[src/rtl/core/pfa_pkg.sv]
// Shared types, widths and helper function of the page frame allocator.
`default_nettype none

package pfa_pkg;

  localparam int unsigned WORD_W        = 32;
  localparam int unsigned BIT_W         = 5;
  localparam int unsigned CFG_W         = 13;
  localparam int unsigned CNT_W         = 13;
  localparam int unsigned PG_W          = 12;
  localparam int unsigned IDX_W         = 12;
  localparam int unsigned MAX_PAGES_DEF = 4096;
  localparam int unsigned TOTAL_RST     = 4096;
  localparam int unsigned RESERVED_RST  = 1;

  typedef enum logic [1:0] {
    CMD_RESERVE = 2'd0,
    CMD_ALLOC   = 2'd1,
    CMD_FREE    = 2'd2
  } cmd_e;

  typedef enum logic [2:0] {
    ST_OK          = 3'd0,
    ST_REFUSED     = 3'd1,
    ST_NO_FREE     = 3'd2,
    ST_DOUBLE_FREE = 3'd3,
    ST_RANGE       = 3'd4
  } status_e;

  typedef enum logic [7:0] {
    S_INIT = 8'b0000_0001,
    S_IDLE = 8'b0000_0010,
    S_RES  = 8'b0000_0100,
    S_FCHK = 8'b0000_1000,
    S_FMOD = 8'b0001_0000,
    S_SCAN = 8'b0010_0000,
    S_AMOD = 8'b0100_0000,
    S_DONE = 8'b1000_0000
  } state_e;

  function automatic logic [BIT_W-1:0] lowest_set(input logic [WORD_W-1:0] w);
    logic [BIT_W-1:0] r;
    r = '0;
    for (int i = WORD_W - 1; i >= 0; i--) begin
      if (w[i]) begin
        r = BIT_W'(i);
      end
    end
    return r;
  endfunction

endpackage

`default_nettype wire

[src/rtl/core/pfa_ram.sv]
// Generic simple dual-port RAM with registered read.
`default_nettype none

module pfa_ram #(
  parameter int unsigned WIDTH = pfa_pkg::WORD_W,
  parameter int unsigned DEPTH = pfa_pkg::MAX_PAGES_DEF / pfa_pkg::WORD_W
) (
  input  wire logic                                      clk_i,
  input  wire logic                                      we_i,
  input  wire logic [((DEPTH > 1) ? $clog2(DEPTH) : 1)-1:0] waddr_i,
  input  wire logic [WIDTH-1:0]                          wdata_i,
  input  wire logic                                      re_i,
  input  wire logic [((DEPTH > 1) ? $clog2(DEPTH) : 1)-1:0] raddr_i,
  output logic      [WIDTH-1:0]                          rdata_o
);

  logic [WIDTH-1:0] mem_q [DEPTH];
  logic [WIDTH-1:0] rdata_q;

  always_ff @(posedge clk_i) begin
    if (we_i) begin
      mem_q[waddr_i] <= wdata_i;
    end
    if (re_i) begin
      rdata_q <= mem_q[raddr_i];
    end
  end

  assign rdata_o = rdata_q;

endmodule

`default_nettype wire

[config.mk]
export PLATFORM = sky130hd
export DESIGN_NAME = pfa_ram
export DESIGN_NICKNAME = d
export VERILOG_FILES = /design/src/rtl/core/pfa_pkg.sv /design/src/rtl/core/pfa_ram.sv
export SDC_FILE = /design/constraint.sdc
export NUM_CORES = 2
export LEC_CHECK = 0
export BUFFER_PORTS_ARGS = -buffer_cell sky130_fd_sc_hd__clkbuf_2
export CAP_MARGIN = 30
export CORE_MARGIN = 2
export CORE_UTILIZATION = 60
export DETAILED_ROUTE_END_ITERATION = 16
export GPL_ROUTABILITY_DRIVEN = 0
export PLACE_DENSITY = 0.76
export SLEW_MARGIN = 5
export SYNTH_ARGS = -nofsm -noshare
export SYNTH_HDL_FRONTEND = slang
export SYNTH_SLANG_ARGS = --single-unit
[constraint.sdc]
create_clock -name clk_i -period 5.1 [get_ports clk_i]
set_clock_uncertainty 0.05 [all_clocks]
set_input_delay 0.255 -clock clk_i [delete_from_list [all_inputs] [get_ports clk_i]]
set_output_delay 0.255 -clock clk_i [all_outputs]
set_load 0.05 [all_outputs]
* Word level (Yosys, flattened, before mapping)
Memories as Yosys holds them, arrays and structs flattened. A register that Yosys moved wholly into a read port is not among the register bits.
Cells that the tools add are included.
** Cells by class
- Shifts and indexed selects :: 0
- Reductions and logical operators :: 0
- Magnitude comparators :: 0
- Bitwise logic cells :: 0
- Divide/modulo/power cells :: 0
- Equality and inequality tests :: 0
- $add $sub $neg :: 0
- Multiply operators :: 0
- Multiplexer cells :: 2
** Operator list (count)
- $mux 1 :: 2
** Storage, ports and cells
- RAM bits :: 4096
- Memories :: 1
- Bits in latches :: 0
- Output and inout port bits :: 32
- ROM bits :: 0
- Word-level logic and storage cells :: 3
- Bits of input ports :: 49
- Bits in registers :: 0
** Memory list
- mem_q :: depth 128, bits a word 32, read ports 1, clocked after Yosys merged registers in 1, wr ports 1, RTL line pfa_ram.sv:17 : logic [WIDTH-1:0] mem_q [DEPTH];

* Depth between registers and ports, before layout
- Depth after elaboration :: 2
- Mapped depth :: 8
- Mapped depth without buffers :: 4

* Worst setup path after synthesis
OpenSTA, ideal clock, no wires.
- Kind :: input to register
- Start point :: in we_i
- End point :: mem mem_q[98][0] in the netlist's numbering (enable)
- Buffers on the path :: 1
- Setup time :: 0.461 ns
- Stages :: 3
- Setup slack :: 1.556 ns
- Required time :: 4.589 ns
- Data arrival time :: 3.033 ns
- Cell sequence :: clkbuf_1 > nand4_1 > nor3_1
** On the way
- Cells in the longest elaborated chain, start to end :: 2
** Ends and longest elaborated chain
- from (decl) :: RTL line pfa_ram.sv:9 : input wire logic we_i,
- $mux 1 :: RTL line pfa_ram.sv:21 : if (we_i) begin
- $mux 1 (not written as such) :: RTL line pfa_ram.sv:22 : mem_q[waddr_i] <= wdata_i;
- to (decl) :: RTL line pfa_ram.sv:17
Every way passes these cells.

==> out/results.tsv <==
metric	value	unit
result of the run	complete, but fails checks	
failing checks	antenna violations	
flip-flop and latch count after synthesis	4128	
overflow left after global routing	0	
most frequently used flop master after synthesis	sky130_fd_sc_hd__edfxtp_1	
number of failing hold endpoints at the final stage	0	
final number of max-transition violations	0	
net switching share of the total power	21.6	%
met2 Use GR	52.3	%
Clock Path Buffers	4	
met3 capacity usage during global routing	7.98	%
total power draw	70900	µW
number of top-level pins	81	
number of warning messages in the yosys log	0	
pin count of the biggest net entering global routing	91	
syn nets	6039	
drt via density	7.31	
power per cell area	400	mW/mm²
number of setup violations in the final report	0	
Pre-Repair DR Iteration Count	6	
sequential element share of the synthesized area	79.2	%
CORE AREA	0.259	mm²
Achievable Freq	0.328	GHz
most common cell after layout, fill and taps aside	sky130_fd_sc_hd__edfxtp_1	
RSZ-0062 raised after global routing	no	
post-detailed-placement half-perimeter wirelength	234	mm
residual antenna-violating net count after detailed routing	1	
leakage component of the power	0.0546	µW
worst reg-to-reg path cell count	4	
total internal power	55600	µW
share of the clock period used by the worst path	59.7	%
Logic pwr share	5.5	%
clock tree sinks	4128	
Min Clock Period, post-route	3.05	ns
worst-case vdd ir drop	0.359	mV
post-route setup TNS	0	ns
Cells after Synth	5990	
average footprint of a synthesized cell	26.1	µm²
max-cap violations	0	
routed via count	75000	
hold path startpoint	waddr_i[4]	
number of unique standard cell types used by synthesis	16	
Root Buffer	sky130_fd_sc_hd__clkbuf_16	
CP Capture Type	register	
Fillers	14300	
Cells on Worst Hold Path	3	
start-to-end type of the worst setup path	in -> reg	
TritonCTS clock tree	yes	
fraction of final layout cells with drive strength greater than 1	36.4	%
Finished Core Util	68.3	%
most used cells in the layout excluding fill and tap cells	sky130_fd_sc_hd__edfxtp_1, sky130_fd_sc_hd__mux4_2, sky130_fd_sc_hd__clkbuf_16, sky130_fd_sc_hd__buf_4, sky130_fd_sc_hd__nor2_4	
fraction of power consumed by the clock network	41.5	%
total number of placement rows	187	
clock latency on the worst-skew pair	1.00	ns
arrival time of the worst setup path	3.74	ns
layer with the highest usage after global routing	met2	
beginning of the worst register-to-register path	mem_q[64][27]	
switching power total	15300	µW
critical path startpoint category	input port	
CP Data Required Time	5.79	ns
crit-path max FO	58	
area of the mapped netlist	0.157	mm²
DRC	0	
DIE AREA	0.265	mm²
Die Span Y	515	µm
Hold Path Sink	mem_q[124][1]	
Post-synth EDFFs	4128	
number of global-route vias before repair	75800	
share of power burned in registers	53.0	%
nets@finish	6557	
initial drt markers	13900	
slew of the pin with the lowest slew margin	1.05	ns
die extent in x	515	µm
effective utilization at floorplan	60.4	%
clock slew at reported path FFs	0.06	ns
CTS H-tree depth	5	
P&R area growth vs syn	13.3	%
global-route wire length before repair	610	mm
Async SR Flop Fraction	0	%
total global-route track usage	33.9	%
clock buffers created by TritonCTS	400	
HP Class	in -> reg	
headroom to the max-slew limit	29.6	%
met1 Use GR	44.6	%
Post-CTS Resized	0	
total length of routed wires	442	mm
detailed-route wire length per cell	43.1	µm
IO Port Bufs	80	
terminus of the critical flop-to-flop path	rdata_o[27]	
initial antenna violation count	62	
worst reg2reg setup slack	2.19	ns
worst max path at each step:
stage | slack (ns) | end | start | depth (start not counted)
finish | 2.05 | rdata_o[28] | raddr_i[0] | 7
detailed placement | 1.07 | rdata_o[23] | raddr_i[0] | 7
CTS | 2.05 | rdata_o[28] | raddr_i[0] | 7
global placement | 1.13 | rdata_o[16] | raddr_i[0] | 7
global route | 1.96 | rdata_o[28] | raddr_i[0] | 7
floorplan | 1.56 | mem_q[98][0] | we_i | 3
per-stage QoR:
| stage | worst slack [ns] | std cells | hold slack [ns] | cell area (µm²) |
|---|---|---|---|---|
| global placement | 1.13 | 9462 | 0.696 | 164000 |
| finish | 2.05 | 10200 | 0.0363 | 177000 |
| CTS | 2.05 | 10200 | 0.0411 | 177000 |
| floorplan | 1.56 | 5990 | 0.304 | 157000 |
| global route | 1.96 | 10200 | 0.0112 | 177000 |
| detailed placement | 1.07 | 9466 | 0.711 | 164000 |
repair_timing:
action                                 4_1_cts  5_1_grt
hold buffers                                34        0
buffers inserted                             0        0
endpoints found under the hold margin     1919        0
power by group through the flow:
stage | logic, µW | registers, µW | clock network [µW]
after floorplan | 1810 | 38400 | 0
final | 3910 | 37600 | 29400
after global placement | 3630 | 38300 | 0
after global routing | 3970 | 37600 | 30600
after detailed placement | 3720 | 38300 | 0
after CTS | 3830 | 37600 | 29500
Yosys cell counts, types with 7 or more instances:
master / count / area (µm²)
sky130_fd_sc_hd__edfxtp_1: 4128 / 124000
sky130_fd_sc_hd__mux4_2: 1344 / 30300
sky130_fd_sc_hd__clkbuf_1: 182 / 683
sky130_fd_sc_hd__nor2_1: 122 / 458
sky130_fd_sc_hd__buf_2: 79 / 395
sky130_fd_sc_hd__buf_1: 50 / 188
sky130_fd_sc_hd__mux2_2: 32 / 360
sky130_fd_sc_hd__nand2_1: 14 / 52.6
sky130_fd_sc_hd__nand3_1: 12 / 60.1
sky130_fd_sc_hd__nor3_1: 9 / 45.0
sky130_fd_sc_hd__nor2b_1: 7 / 43.8
area by class of cell:
cell class	count	area [µm²]	area share, %
antenna	32	80.1	0.0452
clock buffer	457	10300	5.80
clock inverter	252	2410	1.36
multi-input combinational	1546	32300	18.2
sequential	4128	124000	69.9
tap	3402	4260	2.40
timing repair buffer	432	4060	2.29
critical path: stages:
cell and delay [ns]:
sky130_fd_sc_hd__buf_12 0.51, sky130_fd_sc_hd__buf_4 0.49, sky130_fd_sc_hd__buf_4 0.48, sky130_fd_sc_hd__mux4_2 0.60, sky130_fd_sc_hd__mux4_2 0.50, sky130_fd_sc_hd__mux4_2 0.53, sky130_fd_sc_hd__mux2_2 0.29
metal layers:
layer,wire (µm),vias up
met5,294,-
li1,-,27500
met4,31700,40
met3,58700,1210
met1,140000,39600
met2,212000,6635
logic make-up after synthesis:
logic type | share of synthesized area [%]
AND/OR/NAND/NOR | 0.445
flip-flops | 79.2
multiplexers | 19.6
buffers and inverters | 0.837
sequential cells by signal, summed over array words and instances, names as in the netlist:
register  count
rdata_o      32
mem_q      4096
Power figures use the tool's default switching activity.
