### src/rtl/core/pfa_pkg.sv
// Shared types, widths and helper function of the page frame allocator.
`default_nettype none

package pfa_pkg;

  localparam int unsigned WORD_W        = 32;
  localparam int unsigned BIT_W         = 5;
  localparam int unsigned CFG_W         = 13;
  localparam int unsigned CNT_W         = 13;
  localparam int unsigned PG_W          = 12;
  localparam int unsigned IDX_W         = 12;
  localparam int unsigned MAX_PAGES_DEF = 4096;
  localparam int unsigned TOTAL_RST     = 4096;
  localparam int unsigned RESERVED_RST  = 1;

  typedef enum logic [1:0] {
    CMD_RESERVE = 2'd0,
    CMD_ALLOC   = 2'd1,
    CMD_FREE    = 2'd2
  } cmd_e;

  typedef enum logic [2:0] {
    ST_OK          = 3'd0,
    ST_REFUSED     = 3'd1,
    ST_NO_FREE     = 3'd2,
    ST_DOUBLE_FREE = 3'd3,
    ST_RANGE       = 3'd4
  } status_e;

  typedef enum logic [7:0] {
    S_INIT = 8'b0000_0001,
    S_IDLE = 8'b0000_0010,
    S_RES  = 8'b0000_0100,
    S_FCHK = 8'b0000_1000,
    S_FMOD = 8'b0001_0000,
    S_SCAN = 8'b0010_0000,
    S_AMOD = 8'b0100_0000,
    S_DONE = 8'b1000_0000
  } state_e;

  function automatic logic [BIT_W-1:0] lowest_set(input logic [WORD_W-1:0] w);
    logic [BIT_W-1:0] r;
    r = '0;
    for (int i = WORD_W - 1; i >= 0; i--) begin
      if (w[i]) begin
        r = BIT_W'(i);
      end
    end
    return r;
  endfunction

endpackage

`default_nettype wire

### src/rtl/core/pfa_summary.sv
// Per-row free summary bits with a chunked lowest-row search.
`default_nettype none

module pfa_summary #(
  parameter int unsigned NW = pfa_pkg::MAX_PAGES_DEF / pfa_pkg::WORD_W,
  parameter int unsigned NC = (NW + pfa_pkg::WORD_W - 1) / pfa_pkg::WORD_W
) (
  input  wire logic                                    clk_i,
  input  wire logic                                    rst_ni,
  input  wire logic                                    upd_en_i,
  input  wire logic [((NW > 1) ? $clog2(NW) : 1)-1:0]  upd_row_i,
  input  wire logic                                    upd_any_i,
  input  wire logic [((NC > 1) ? $clog2(NC) : 1)-1:0]  chunk_i,
  output logic                                         hit_o,
  output logic      [((NW > 1) ? $clog2(NW) : 1)-1:0]  row_o
);

  import pfa_pkg::*;

  localparam int unsigned RW = (NW > 1) ? $clog2(NW) : 1;
  localparam int unsigned KW = (NC > 1) ? $clog2(NC) : 1;
  localparam int unsigned SW = KW + BIT_W;

  logic [NW-1:0]        bits_q;
  logic [NC*WORD_W-1:0] padded;
  logic [WORD_W-1:0]    chunks [NC];
  logic [WORD_W-1:0]    cur;

  always_ff @(posedge clk_i or negedge rst_ni) begin
    if (!rst_ni) begin
      bits_q <= '1;
    end else if (upd_en_i) begin
      bits_q[upd_row_i] <= upd_any_i;
    end
  end

  assign padded = (NC * WORD_W)'(bits_q);

  always_comb begin
    for (int c = 0; c < NC; c++) begin
      chunks[c] = padded[c*WORD_W +: WORD_W];
    end
  end

  assign cur   = chunks[chunk_i];
  assign hit_o = |cur;
  assign row_o = RW'(SW'({chunk_i, lowest_set(cur)}));

endmodule

`default_nettype wire

### config.mk
export PLATFORM = sky130hd
export DESIGN_NAME = pfa_summary
export DESIGN_NICKNAME = d
export VERILOG_FILES = /design/src/rtl/core/pfa_pkg.sv /design/src/rtl/core/pfa_summary.sv
export SDC_FILE = /design/constraint.sdc
export NUM_CORES = 1
export LEC_CHECK = 0
export BUFFER_PORTS_ARGS = -buffer_cell sky130_fd_sc_hd__buf_2
export CORE_ASPECT_RATIO = 1.75
export CORE_MARGIN = 5
export CORE_UTILIZATION = 55
export DETAILED_ROUTE_END_ITERATION = 6
export GPL_ROUTABILITY_DRIVEN = 0
export MAX_ROUTING_LAYER = met4
export PLACE_DENSITY = 0.72
export SLEW_MARGIN = 20
export SYNTH_ARGS = -nofsm -noshare
export SYNTH_HDL_FRONTEND = slang
export SYNTH_SLANG_ARGS = --single-unit
export TNS_END_PERCENT = 10
### constraint.sdc
create_clock -name clk_i -period 7 [get_ports clk_i]
set_clock_uncertainty 0.05 [all_clocks]
set_input_delay 1.75 -clock clk_i [delete_from_list [all_inputs] [get_ports clk_i]]
set_output_delay 1.75 -clock clk_i [all_outputs]
set_load 0.05 [all_outputs]
[Word-level counts from Yosys, hierarchy flattened]
Index checks and enable logic that the tools add are counted.
Word-level totals
  flip-flop bits (word level): 128
  output and inout bits: 8
  word-level logic and storage cells: 45
Cells by class
  mux-type cells: 38
  bitwise logic cells: 1
  reduce and logical (&&, ||, !) cells: 2
  order comparisons: 3
Operator list (number)
  2-to-1 mux 5 bit: 32
  bitwise mux 128 bit: 1
  binary-select mux 32 bit (select 2 bit): 1
  2-to-1 mux 32 bit: 2
  OR reduction 32 bit: 1
  less-than comparator 7 x 8 -> 1 bit (second input constant): 1
  demux 1 bit (select 7 bit): 1
  greater-or-equal comparator 7 x 1 -> 1 bit (second input constant): 1
  greater-or-equal comparator 3 bit (second input constant): 1
  inverter 2 -> 3 bit: 1
  logical AND 1 bit: 1
  2-to-1 mux 1 bit: 1

[Depth between registers and ports, before layout]
Gate-level depths: netlist of the first run.
  word-level depth: 36
  gate-level depth with buffers: 8

[Least setup slack after synthesis of the first run]
No wires, ideal clock.
  path kind: input to output
  from: input chunk_i[0] (netlist name)
  to: output row_o[4] (netlist name)
  arrival time: 4.777 ns
  required time: 5.200 ns
  setup slack: 0.423 ns
  stages: 7
  cells stage by stage: buf_6 buf_4 buf_2 mux4_2 nor2_1 nand2_1 nor4_1
Between the ends
  cells in the longest elaborated chain, start to end: 36
RTL lines
  start: declaration: line pfa_summary.sv:13  | input wire logic [((NC > 1) ? $clog2(NC) : 1)-1:0] chunk_i,
  inverter 2 -> 3 bit (implied by the code) *: line pfa_summary.sv:45  | assign cur = chunks[chunk_i];
  binary-select mux 32 bit (select 2 bit) *: line pfa_summary.sv:45
  2-to-1 mux 32 bit (implied by the code) * (2 in a row): line pfa_summary.sv:45
  2-to-1 mux 5 bit (31 in a row): line pfa_pkg.sv:45  | if (w[i]) begin
  2-to-1 mux 5 bit *: line pfa_pkg.sv:45
  end: declaration: line pfa_summary.sv:15  | output logic [((NW > 1) ? $clog2(NW) : 1)-1:0] row_o
Every way passes the cells marked *; elsewhere a longest branch is shown, timed or not. The select of a mux whose other input is x is not followed.

[Worst setup path in the final report of the first run]
Ends and elaborated chain as after synthesis.

==> impl_results.rst, run 1 <==
.. list-table::
   :header-rows: 1

   * - Metric
     - Value
   * - Vias per cell
     - between 5 and 6
   * - Worst Setup EP
     - row_o[4]
   * - DRC Markers
     - 0
   * - Initial antenna violation count
     - 1
   * - Fraction of met1 tracks used by global routing
     - 0.2595
   * - Cell with the most instances on the worst path
     - sky130_fd_sc_hd__buf_2
   * - Fin crit period
     - 6.270 ns
   * - R2r worst-path depth
     - 1
   * - Number of detailed-route iterations in the first pass
     - 4
   * - Maximum net fanout on the critical path
     - 16
   * - Fill cell count
     - 992
   * - Die extent in y
     - around 160 microns
   * - Startpoint of the most critical register-to-register path
     - bits_q[13]
   * - Crit. path cell count
     - 6
   * - Met3 track demand over resource in global routing
     - 0.04898
   * - Worst Hold Path Cells
     - 1
   * - Yosys warns
     - 0
   * - Post-CTS setup buffer count
     - 0
   * - Max rail drop VDD
     - about 0.18 mV
   * - Worst relative slew slack
     - 0.2647
   * - Met2 Track Usage GR
     - 0.4373
   * - Data required, critical path
     - around 5.2 ns
   * - Share of synthesized cell area in and, or, nand and nor gates
     - 0.1434
   * - Worst path bufs/invs
     - 3
   * - Type of the worst setup path
     - in -> out
   * - Overall routed net length
     - approximately 17000 microns
   * - Wire length of the first global-routing pass
     - about 27000 microns
   * - Starting utilization of the core area
     - 0.5539
   * - H-Tree Depth
     - 4
   * - Clock edge transition at the registers on the reported setup and hold paths
     - ~0.06 ns
   * - Resized cells post-CTS
     - 0
   * - Worst stage delay on the critical path
     - roughly 0.65 ns
   * - Launching instance or port of the critical path
     - chunk_i[0]
   * - Total chip power
     - between 2 and 2.5 mW
   * - Vias
     - ~4600
   * - Post-synth EDFFs
     - 0
   * - Setup repair after global routing missed its margin
     - false
   * - Endpoint of the most critical register-to-register path
     - bits_q[13]
   * - Overall track demand over capacity in global routing
     - 0.2547
   * - Avg WL per Cell
     - between 20 and 25 microns
   * - Library cells used by synthesis
     - 36
   * - Final Core Density
     - 0.6222
   * - Num CTS Buffers
     - 17
   * - Reported leakage power
     - ~3.0 nW
   * - Registers with the most flip-flops
     - bits_q (128)
   * - Share of flip-flops with an asynchronous set or reset after synthesis
     - 1.000
   * - Crit path cell chain
     - buf_2, buf_4, mux4_1, or4_1, nor4_1, buf_2
   * - Clock buffer depth
     - 2
   * - Top-Level Pins
     - 21
   * - Post-route ant nets
     - 0
   * - Fraction of final layout cells sized beyond drive strength 1
     - 0.5852
   * - Port Buf Inserts
     - 20
   * - Adder-cell share of the synthesized area
     - 0
   * - Gate Count Post-Synth
     - 570
   * - Flip-flop count of the largest register, all copies and words added
     - 128
   * - Xor and xnor fraction of the mapped netlist area
     - 0
   * - Number of placed cells counting well taps
     - 730
   * - Kind of cell adding the most delay to the critical path
     - buffers and inverters
   * - Total power divided by cell area
     - 278.7 mW/mm^2
   * - Portion of the post-synthesis area used by sequential elements
     - 0.4910
   * - Pin count of the biggest net entering global routing
     - about 130
   * - FF+latch count, synth
     - between 100 and 150
   * - Via count of the first global-routing pass
     - around 4900
   * - HPWL after detailed placement
     - 12050 microns
   * - Post-synth top flop
     - sky130_fd_sc_hd__dfstp_2
   * - Most frequent cells in the layout
     - sky130_fd_sc_hd__mux2_2, sky130_fd_sc_hd__dfstp_2, sky130_fd_sc_hd__nand2_1
   * - Register ranked first by flip-flop count
     - bits_q
   * - TritonCTS clock tree
     - done
   * - Outcome
     - completed
   * - Die span in x
     - about 94 microns
   * - Register-to-register path setup slack
     - 6.19 ns
   * - Cell with the biggest individual delay on the critical path
     - sky130_fd_sc_hd__mux4_1
   * - Post-synth net total
     - 583
   * - Tightest Hold Check Type
     - reg -> reg
   * - Layer with the highest usage after global routing
     - met2
   * - Syn Area/Cell
     - between 10 and 15 sq um
   * - Max Transition Viols Final
     - 0
   * - Highest clock rate
     - 159.5 MHz
   * - Max-cap check violation count
     - 0
   * - Proportion of synthesized area in mux cells
     - 0.3195
   * - Syn Std Cell Area
     - 0.006849 sq mm
   * - Clock net sink count
     - approximately 130
   * - Critical path capture point type
     - primary output
   * - Total count of hold-check failures in the final report
     - 0
   * - Startpoint types
     - input port
   * - Layout Nets
     - approximately 590
   * - Worst-Margin Slew
     - approximately 1.1 ns
   * - Full die area
     - around 0.015 sq mm
   * - Arrival time reported for the critical path endpoint
     - between 4 and 5 ns
   * - Number of setup violations in the final report
     - 0
   * - Core footprint
     - around 0.012 sq mm
   * - Number of cell rows
     - 54
   * - Layout Cells excl Fill
     - about 760
   * - Iteration-0 DRC count of the detailed router
     - around 320
   * - Area growth from synthesis to layout
     - 12.33%
   * - Setup tns final
     - 0 ns
   * - Number of buffers inserted for hold repair after clock tree synthesis
     - 0
   * - Synthesized-area fraction occupied by ao, oa, aoi and oai cells
     - 0.01900
   * - Root buf cell
     - sky130_fd_sc_hd__clkbuf_16
   * - Final worst path period share
     - 0.8957
   * - Clk_lat worst skew
     - approximately 0.4 ns
   * - Remaining global-route overflow
     - 0
   * - Combinational family with the most area after synthesis
     - multiplexers
## worst min path at each step
stage / startpoint / end / slack, ns
CTS: bits_q[109] / bits_q[109] / 0.57
floorplan: bits_q[109] / bits_q[109] / 0.55
global placement: bits_q[60] / bits_q[60] / 0.55
global route: bits_q[105] / bits_q[105] / 0.57
detailed placement: bits_q[109] / bits_q[109] / 0.56
finish: bits_q[109] / bits_q[109] / 0.57
## power breakdown
part / total (mW) / switching, mW / internal [mW] / leakage, nW
combinational: 0.351 / 0.216 / 0.135 / 1.35
clock: 0.913 / 0.312 / 0.601 / 0.296
sequential: 0.880 / 0.0332 / 0.847 / 1.33
## cell usage after synthesis (4+ instances only)
library cell,count,area share
sky130_fd_sc_hd__nor2b_1,10,0.0091
sky130_fd_sc_hd__mux2_2,128,0.21
sky130_fd_sc_hd__or4_1,4,0.0044
sky130_fd_sc_hd__nor2_1,63,0.035
sky130_fd_sc_hd__nand4_1,5,0.0046
sky130_fd_sc_hd__nand3_1,10,0.0073
sky130_fd_sc_hd__a21oi_1,4,0.0029
sky130_fd_sc_hd__or2_2,4,0.0037
sky130_fd_sc_hd__nand2b_1,7,0.0064
sky130_fd_sc_hd__nand2_1,96,0.053
sky130_fd_sc_hd__nor3_1,14,0.010
sky130_fd_sc_hd__mux4_1,7,0.027
sky130_fd_sc_hd__clkbuf_1,29,0.016
sky130_fd_sc_hd__dfstp_2,128,0.49
sky130_fd_sc_hd__mux4_2,25,0.082
## logic make-up (layout without fill, tap and decap cells)
family                 count (synthesis)  in the layout
AOI/OAI and AO/OA                     19             19
muxes                                160            160
DFF                                  128            128
buffers and inverters                 39             62
and+or+nand+nor                      224            224
other                                  0              1
## metal layers
| metal | part of all wire | vias to the layer above |
|---|---|---|
| met1 | 0.36 | 2310 |
| li1 | - | 2054 |
| met5 | 0 | - |
| met3 | 0.042 | 67 |
| met4 | 0.069 | 0 |
| met2 | 0.53 | 137 |
## area by class of cell
type,count,area (sq um),share of cell area
sequential,128,3363,0.4371
multi-input combinational,403,3322,0.4318
clock buffer,20,446.7,0.05806
tap,168,210.2,0.02732
timing repair buffer,29,177.7,0.02309
clock inverter,11,163.9,0.02130
inverter,2,7.507,0.0009758
antenna,1,2.502,0.0003253
## through the flow
step | setup slack, ns | cell area [sq um] | hold slack (ns)
6_report | 0.7299 | 7694 | 0.5652
5_1_grt | 0.6511 | 7694 | 0.5716
4_1_cts | 0.7261 | 7674 | 0.5669
3_5_place_dp | 0.7392 | 7063 | 0.5587
3_3_place_gp | 0.7619 | 7058 | 0.5549
2_1_floorplan | 0.4228 | 6849 | 0.5488
Note: power is estimated with default switching activity, not from simulation.
==> run 2, diff against run 1 <==
CORE_ASPECT_RATIO = 0.75   (was 1.75)
RECOVER_POWER = 100   (was default)
==> run 2 against run 1 <==
Against the previous run: sequential share of layout area is 0.18 points higher; the flow now finishes with violations (max-capacitance violations, max-slew violations); worst hold slack better by 0.0011 ns; critical endpoint is now row_o[3]; global-route usage is 1.4 points lower; cell area is 0.41% lower; combinational power is 1% lower; via count is 2.2% higher; register-to-register slack worse by 0.02 ns.
==> impl_results.rst, run 2 (synthesis gave the netlist of run 1 again) <==
.. list-table::
   :header-rows: 1

   * - Metric
     - Value
   * - Flip-flop count of the largest register, all copies and words added
     - approximately 130
   * - Fraction of final layout cells sized beyond drive strength 1
     - 0.5645
   * - Maximum net fanout on the critical path
     - 14
   * - Smallest setup slack after layout
     - around 0.40 ns
   * - Data required, critical path
     - roughly 5.2 ns
   * - Setup repair after global routing missed its margin
     - false
   * - Number of detailed-route iterations in the first pass
     - 5
   * - Number of setup violations in the final report
     - 0
   * - Layout Nets
     - between 500 and 600
   * - Total placed instance area
     - between 0.007 and 0.008 sq mm
   * - Number of cell rows
     - 35
   * - Area growth from synthesis to layout
     - 11.87%
   * - Critical path capture point type
     - primary output
   * - Pin count of the biggest net entering global routing
     - 129
   * - Top-Level Pins
     - 21
   * - Fin crit period
     - 6.597 ns
   * - Die span in x
     - approximately 140 microns
   * - Num CTS Buffers
     - 17
   * - Reported leakage power
     - between 2 and 3 nW
   * - Finished layout cell area
     - approximately 0.0077 sq mm
   * - Violations in the final reports
     - max-capacitance violations, max-slew violations
   * - Most frequent cells in the layout
     - sky130_fd_sc_hd__mux2_2, sky130_fd_sc_hd__dfstp_2, sky130_fd_sc_hd__nand2_1
   * - Full die area
     - 0.01481 sq mm
   * - Wire length of the first global-routing pass
     - 26530 microns
   * - Number of buffers inserted for hold repair after clock tree synthesis
     - 0
   * - Post-route ant nets
     - 0
   * - Clock net sink count
     - around 130
   * - DRC Markers
     - 0
   * - Total power divided by cell area
     - 275.8 mW/mm^2
   * - Startpoint types
     - input port
   * - Overall routed net length
     - around 17000 microns
   * - TritonCTS clock tree
     - done
   * - Type of the worst setup path
     - in -> out
   * - Total count of hold-check failures in the final report
     - 0
   * - Fraction of met1 tracks used by global routing
     - 0.3368
   * - Post-CTS setup buffer count
     - 0
   * - Port Buf Inserts
     - 20
   * - HPWL after detailed placement
     - around 11000 microns
   * - Remaining global-route overflow
     - 0
   * - Layer with the highest usage after global routing
     - met2
   * - Setup tns final
     - 0 ns
   * - Antenna cells
     - 0
   * - Vias
     - approximately 4700
   * - Registers with the most flip-flops
     - bits_q (128)
   * - Iteration-0 DRC count of the detailed router
     - roughly 530
   * - Met2 Track Usage GR
     - 0.3451
   * - Arrival time reported for the critical path endpoint
     - around 4.8 ns
   * - Register ranked first by flip-flop count
     - bits_q
   * - Register-to-register path setup slack
     - between 6 and 7 ns
   * - Avg WL per Cell
     - between 20 and 25 microns
   * - WHS
     - 0.5663 ns
   * - Clock buffer depth
     - 2
   * - Via count of the first global-routing pass
     - ~4700
   * - Clk_lat worst skew
     - between 0.4 and 0.5 ns
   * - Final worst path period share
     - 0.9425
   * - Starting utilization of the core area
     - 0.5606
   * - Max-cap check violation count
     - 1
   * - Outcome
     - finished with violations
   * - Worst relative slew slack
     - -1.634
   * - Setup slack at placement
     - 0.7457 ns
   * - Die extent in y
     - around 110 microns
   * - Fill cell count
     - approximately 920
   * - Root buf cell
     - sky130_fd_sc_hd__clkbuf_16
   * - Clock edge transition at the registers on the reported setup and hold paths
     - around 0.06 ns
   * - Overall track demand over capacity in global routing
     - 0.2403
   * - Highest clock rate
     - between 150 and 200 MHz
   * - Max rail drop VDD
     - a little over 0.2 mV
   * - Worst-Margin Slew
     - 3.950 ns
   * - Tightest Hold Check Type
     - reg -> reg
   * - Initial antenna violation count
     - 0
   * - Vias per cell
     - about 6.1
   * - Resized cells post-CTS
     - 0
   * - Met3 track demand over resource in global routing
     - 0.07222
   * - Max Transition Viols Final
     - 77
   * - Core footprint
     - roughly 0.012 sq mm
   * - H-Tree Depth
     - 4
[run 2: worst paths after layout]
check	to	depth (start not counted)	start
worst max-delay path	row_o[3]	8	chunk_i[0]
worst min-delay path	bits_q[95]	1	bits_q[95]
worst max register to register	bits_q[12]	1	bits_q[12]
worst min register to register	bits_q[95]	1	bits_q[95]
max in group asynchronous	bits_q[15]	2	rst_ni
min in group asynchronous	bits_q[6]	1	rst_ni
[run 2: per-layer routing]
layer,up-vias,routed length (microns)
li1,2058,-
met1,2377,7561
met2,205,7265
met3,28,1496
met4,0,285
met5,-,0
[run 2: worst max-delay path, cell delays in order]
cell,delay (ns)
sky130_fd_sc_hd__buf_2,0.41
sky130_fd_sc_hd__clkbuf_1,0.45
sky130_fd_sc_hd__mux4_1,0.71
sky130_fd_sc_hd__or4_1,0.63
sky130_fd_sc_hd__nor2_1,0.13
sky130_fd_sc_hd__nand2_1,0.07
sky130_fd_sc_hd__a21oi_1,0.14
sky130_fd_sc_hd__clkbuf_1,0.49
[run 2: area by class of cell]
class / instances / area (sq um) / area share
inverters: 2 / 7.507 / 0.0009798
repair buffers: 32 / 178.9 / 0.02335
flip-flops and latches: 128 / 3363 / 0.4389
clock buffers: 23 / 488.0 / 0.06368
multi-input cells: 403 / 3311 / 0.4321
well taps: 166 / 207.7 / 0.02711
clock inverters: 9 / 106.4 / 0.01388
[run 2: power breakdown]
group	switching, mW	internal (mW)	total (mW)
clock network	0.323	0.560	0.883
logic	0.215	0.132	0.347
registers	0.0354	0.847	0.883
total	0.574	1.54	2.11
[run 2: metrics by stage]
stage | util | total power [mW] | std cells
after floorplan | - | 1.137 | 570
after global placement | 0.5788 | 1.223 | 731
after detailed placement | 0.5792 | 1.236 | 731
after CTS | 0.6279 | 2.125 | 763
after global routing | 0.6271 | 2.189 | 763
final | 0.6271 | 2.113 | 763
==> run 3, diff against run 2 <==
CORE_MARGIN = default   (was 5)
CTS_BUF_LIST = sky130_fd_sc_hd__clkbuf_4 sky130_fd_sc_hd__clkbuf_8 sky130_fd_sc_hd__clkbuf_16   (was default)
==> run 3 against run 2 <==
Against the previous run: the flow still finishes with violations (max-capacitance violations, max-slew violations); register-to-register slack about the same; sequential share of layout area is 0.065 points higher; power is 0.41% lower; non-clock buffer count is the same; clock-buffer cell count decreased by 2; routed wire length is 2.4% higher; worst hold slack is essentially flat; core utilization is 1.7 points higher; cell area decreased by 0.15%; combinational power is 1% higher; sequential power about the same; maximum frequency grew 2.5%; largest cell class unchanged.
==> impl_results.rst, run 3 (synthesis gave the netlist of run 1 again) <==
.. list-table::
   :header-rows: 1

   * - Metric
     - Value
   * - HPWL after detailed placement
     - ~12000 microns
   * - Top-Level Pins
     - 21
   * - Iteration-0 DRC count of the detailed router
     - roughly 420
   * - Finished layout cell area
     - around 0.0077 sq mm
   * - Setup tns final
     - 0 ns
   * - Fin crit period
     - roughly 6.4 ns
   * - Reported leakage power
     - between 2 and 3 nW
   * - Data required, critical path
     - ~5.2 ns
   * - Clock buffer depth
     - 2
   * - Final worst path period share
     - 0.9192
   * - Full die area
     - ~0.013 sq mm
   * - Port Buf Inserts
     - 20
   * - Antenna cells
     - 0
   * - Total placed instance area
     - around 0.0071 sq mm
   * - Outcome
     - finished with violations
   * - Register ranked first by flip-flop count
     - bits_q
   * - Fraction of final layout cells sized beyond drive strength 1
     - 0.5796
   * - Starting utilization of the core area
     - 0.5771
   * - Worst path bufs/invs
     - 3
   * - Post-CTS setup buffer count
     - 0
   * - Vias
     - 4671
   * - Number of buffers inserted for hold repair after clock tree synthesis
     - 0
   * - Highest clock rate
     - 155.4 MHz
   * - Initial antenna violation count
     - 0
   * - Post-route ant nets
     - 0
   * - Root buf cell
     - sky130_fd_sc_hd__clkbuf_16
   * - Kind of cell adding the most delay to the critical path
     - buffers and inverters
   * - Number of detailed-route iterations in the first pass
     - 6
   * - Fill cell count
     - between 900 and 1000
   * - Num CTS Buffers
     - 17
   * - Setup repair after global routing missed its margin
     - false
   * - Number of cell rows
     - 34
   * - Clock net sink count
     - around 130
   * - Total power divided by cell area
     - between 200 and 300 mW/mm^2
   * - Avg WL per Cell
     - around 22 microns
   * - Max rail drop VDD
     - 0.1681 mV
   * - Clock edge transition at the registers on the reported setup and hold paths
     - about 0.060 ns
   * - Startpoint types
     - input port
   * - Area growth from synthesis to layout
     - 11.71%
   * - Flip-flop count of the largest register, all copies and words added
     - about 130
   * - Total count of hold-check failures in the final report
     - 0
   * - Resized cells post-CTS
     - 0
   * - DRC Markers
     - 0
   * - Clk_lat worst skew
     - between 0.4 and 0.5 ns
   * - Via count of the first global-routing pass
     - around 4900
   * - Core footprint
     - 0.01187 sq mm
   * - Tightest Hold Check Type
     - reg -> reg
   * - Crit path cell chain
     - clkbuf_1, buf_4, mux4_2, or4_1, nor2b_1, a211o_1, a31oi_1, buf_2
   * - H-Tree Depth
     - 4
   * - Wire length of the first global-routing pass
     - 27810 microns
   * - Arrival time reported for the critical path endpoint
     - roughly 4.6 ns
   * - Violations in the final reports
     - max-capacitance violations, max-slew violations
   * - Setup slack at placement
     - ~0.9 ns
   * - Cell with the biggest individual delay on the critical path
     - sky130_fd_sc_hd__or4_1
   * - Max Transition Viols Final
     - 240
   * - Registers with the most flip-flops
     - bits_q (128)
   * - Worst relative slew slack
     - -1.727
   * - Pin count of the biggest net entering global routing
     - 109
   * - Most frequent cells in the layout
     - sky130_fd_sc_hd__mux2_2, sky130_fd_sc_hd__dfstp_2, sky130_fd_sc_hd__nand2_1
   * - Worst-Margin Slew
     - between 4 and 5 ns
   * - TritonCTS clock tree
     - done
   * - Multi-input gate area in the final layout
     - between 0.003 and 0.004 sq mm
   * - Layout Nets
     - about 600
   * - Die span in x
     - 130.9 microns
   * - Sequential standard cell area
     - approximately 0.0034 sq mm
   * - Type of the worst setup path
     - in -> out
   * - Remaining global-route overflow
     - 0
   * - Overall track demand over capacity in global routing
     - 0.3066
   * - Smallest setup slack after layout
     - ~0.57 ns
   * - Die extent in y
     - 98.64 microns
   * - Worst stage delay on the critical path
     - between 0.5 and 0.6 ns
   * - Number of setup violations in the final report
     - 0
   * - Max-cap check violation count
     - 3
   * - Overall routed net length
     - about 17000 microns
   * - Vias per cell
     - between 6 and 7
   * - Maximum net fanout on the critical path
     - 9
   * - Critical path capture point type
     - primary output
## run 3: cell count changes in the layout (fill, tap and decap cells not counted), sizes merged
cell,before,now
clkinv,4,6
inv,2,4
bufinv,2,1
clkinvlp,3,2
buf,23,25
clkbuf,32,28
## run 3: through the flow
stage | power [mW] | util | hold slack, ns | std cells
2_1_floorplan | 1.137 | - | 0.5488 | 570
3_3_place_gp | 1.225 | 0.5954 | 0.5538 | 727
3_5_place_dp | 1.239 | 0.5958 | 0.5603 | 727
4_1_cts | 2.104 | 0.6451 | 0.5683 | 759
5_1_grt | 2.172 | 0.6446 | 0.5739 | 759
6_report | 2.104 | 0.6446 | 0.5667 | 759
## run 3: metal layers
metal / up-vias / part of all wire / global-route usage
li1: 2052 / - / -
met1: 2399 / 0.46 / 0.4367
met2: 193 / 0.44 / 0.4249
met3: 27 / 0.077 / 0.08360
met4: 0 / 0.019 / 0.09814
met5: - / 0 / -
## run 3: power by group
| group | internal, mW | switching, mW | leakage (nW) | total [mW] |
|---|---|---|---|---|
| registers | 0.847 | 0.0370 | 1.33 | 0.884 |
| clock network | 0.528 | 0.341 | 0.286 | 0.868 |
| logic | 0.134 | 0.218 | 1.35 | 0.352 |
## run 3: worst paths after layout
path / slack (ns) / end / cells past startpoint / from
max in group asynchronous: 2.12 / bits_q[8] / 2 / rst_ni
min reg2reg: 0.57 / bits_q[115] / 1 / bits_q[115]
min: 0.57 / bits_q[115] / 1 / bits_q[115]
max reg2reg: 6.17 / bits_q[49] / 1 / bits_q[49]
max: 0.57 / row_o[2] / 8 / chunk_i[0]
min in group asynchronous: 3.11 / bits_q[91] / 1 / rst_ni
## run 3: final cells by class
cell class,count,area share
Timing Repair Buffer,32,0.02322
Inverter,2,0.0009812
Sequential cell,128,0.4396
Clock buffer,21,0.06280
Clock inverter,11,0.01357
Multi-Input combinational cell,403,0.4334
Tap cell,162,0.02649
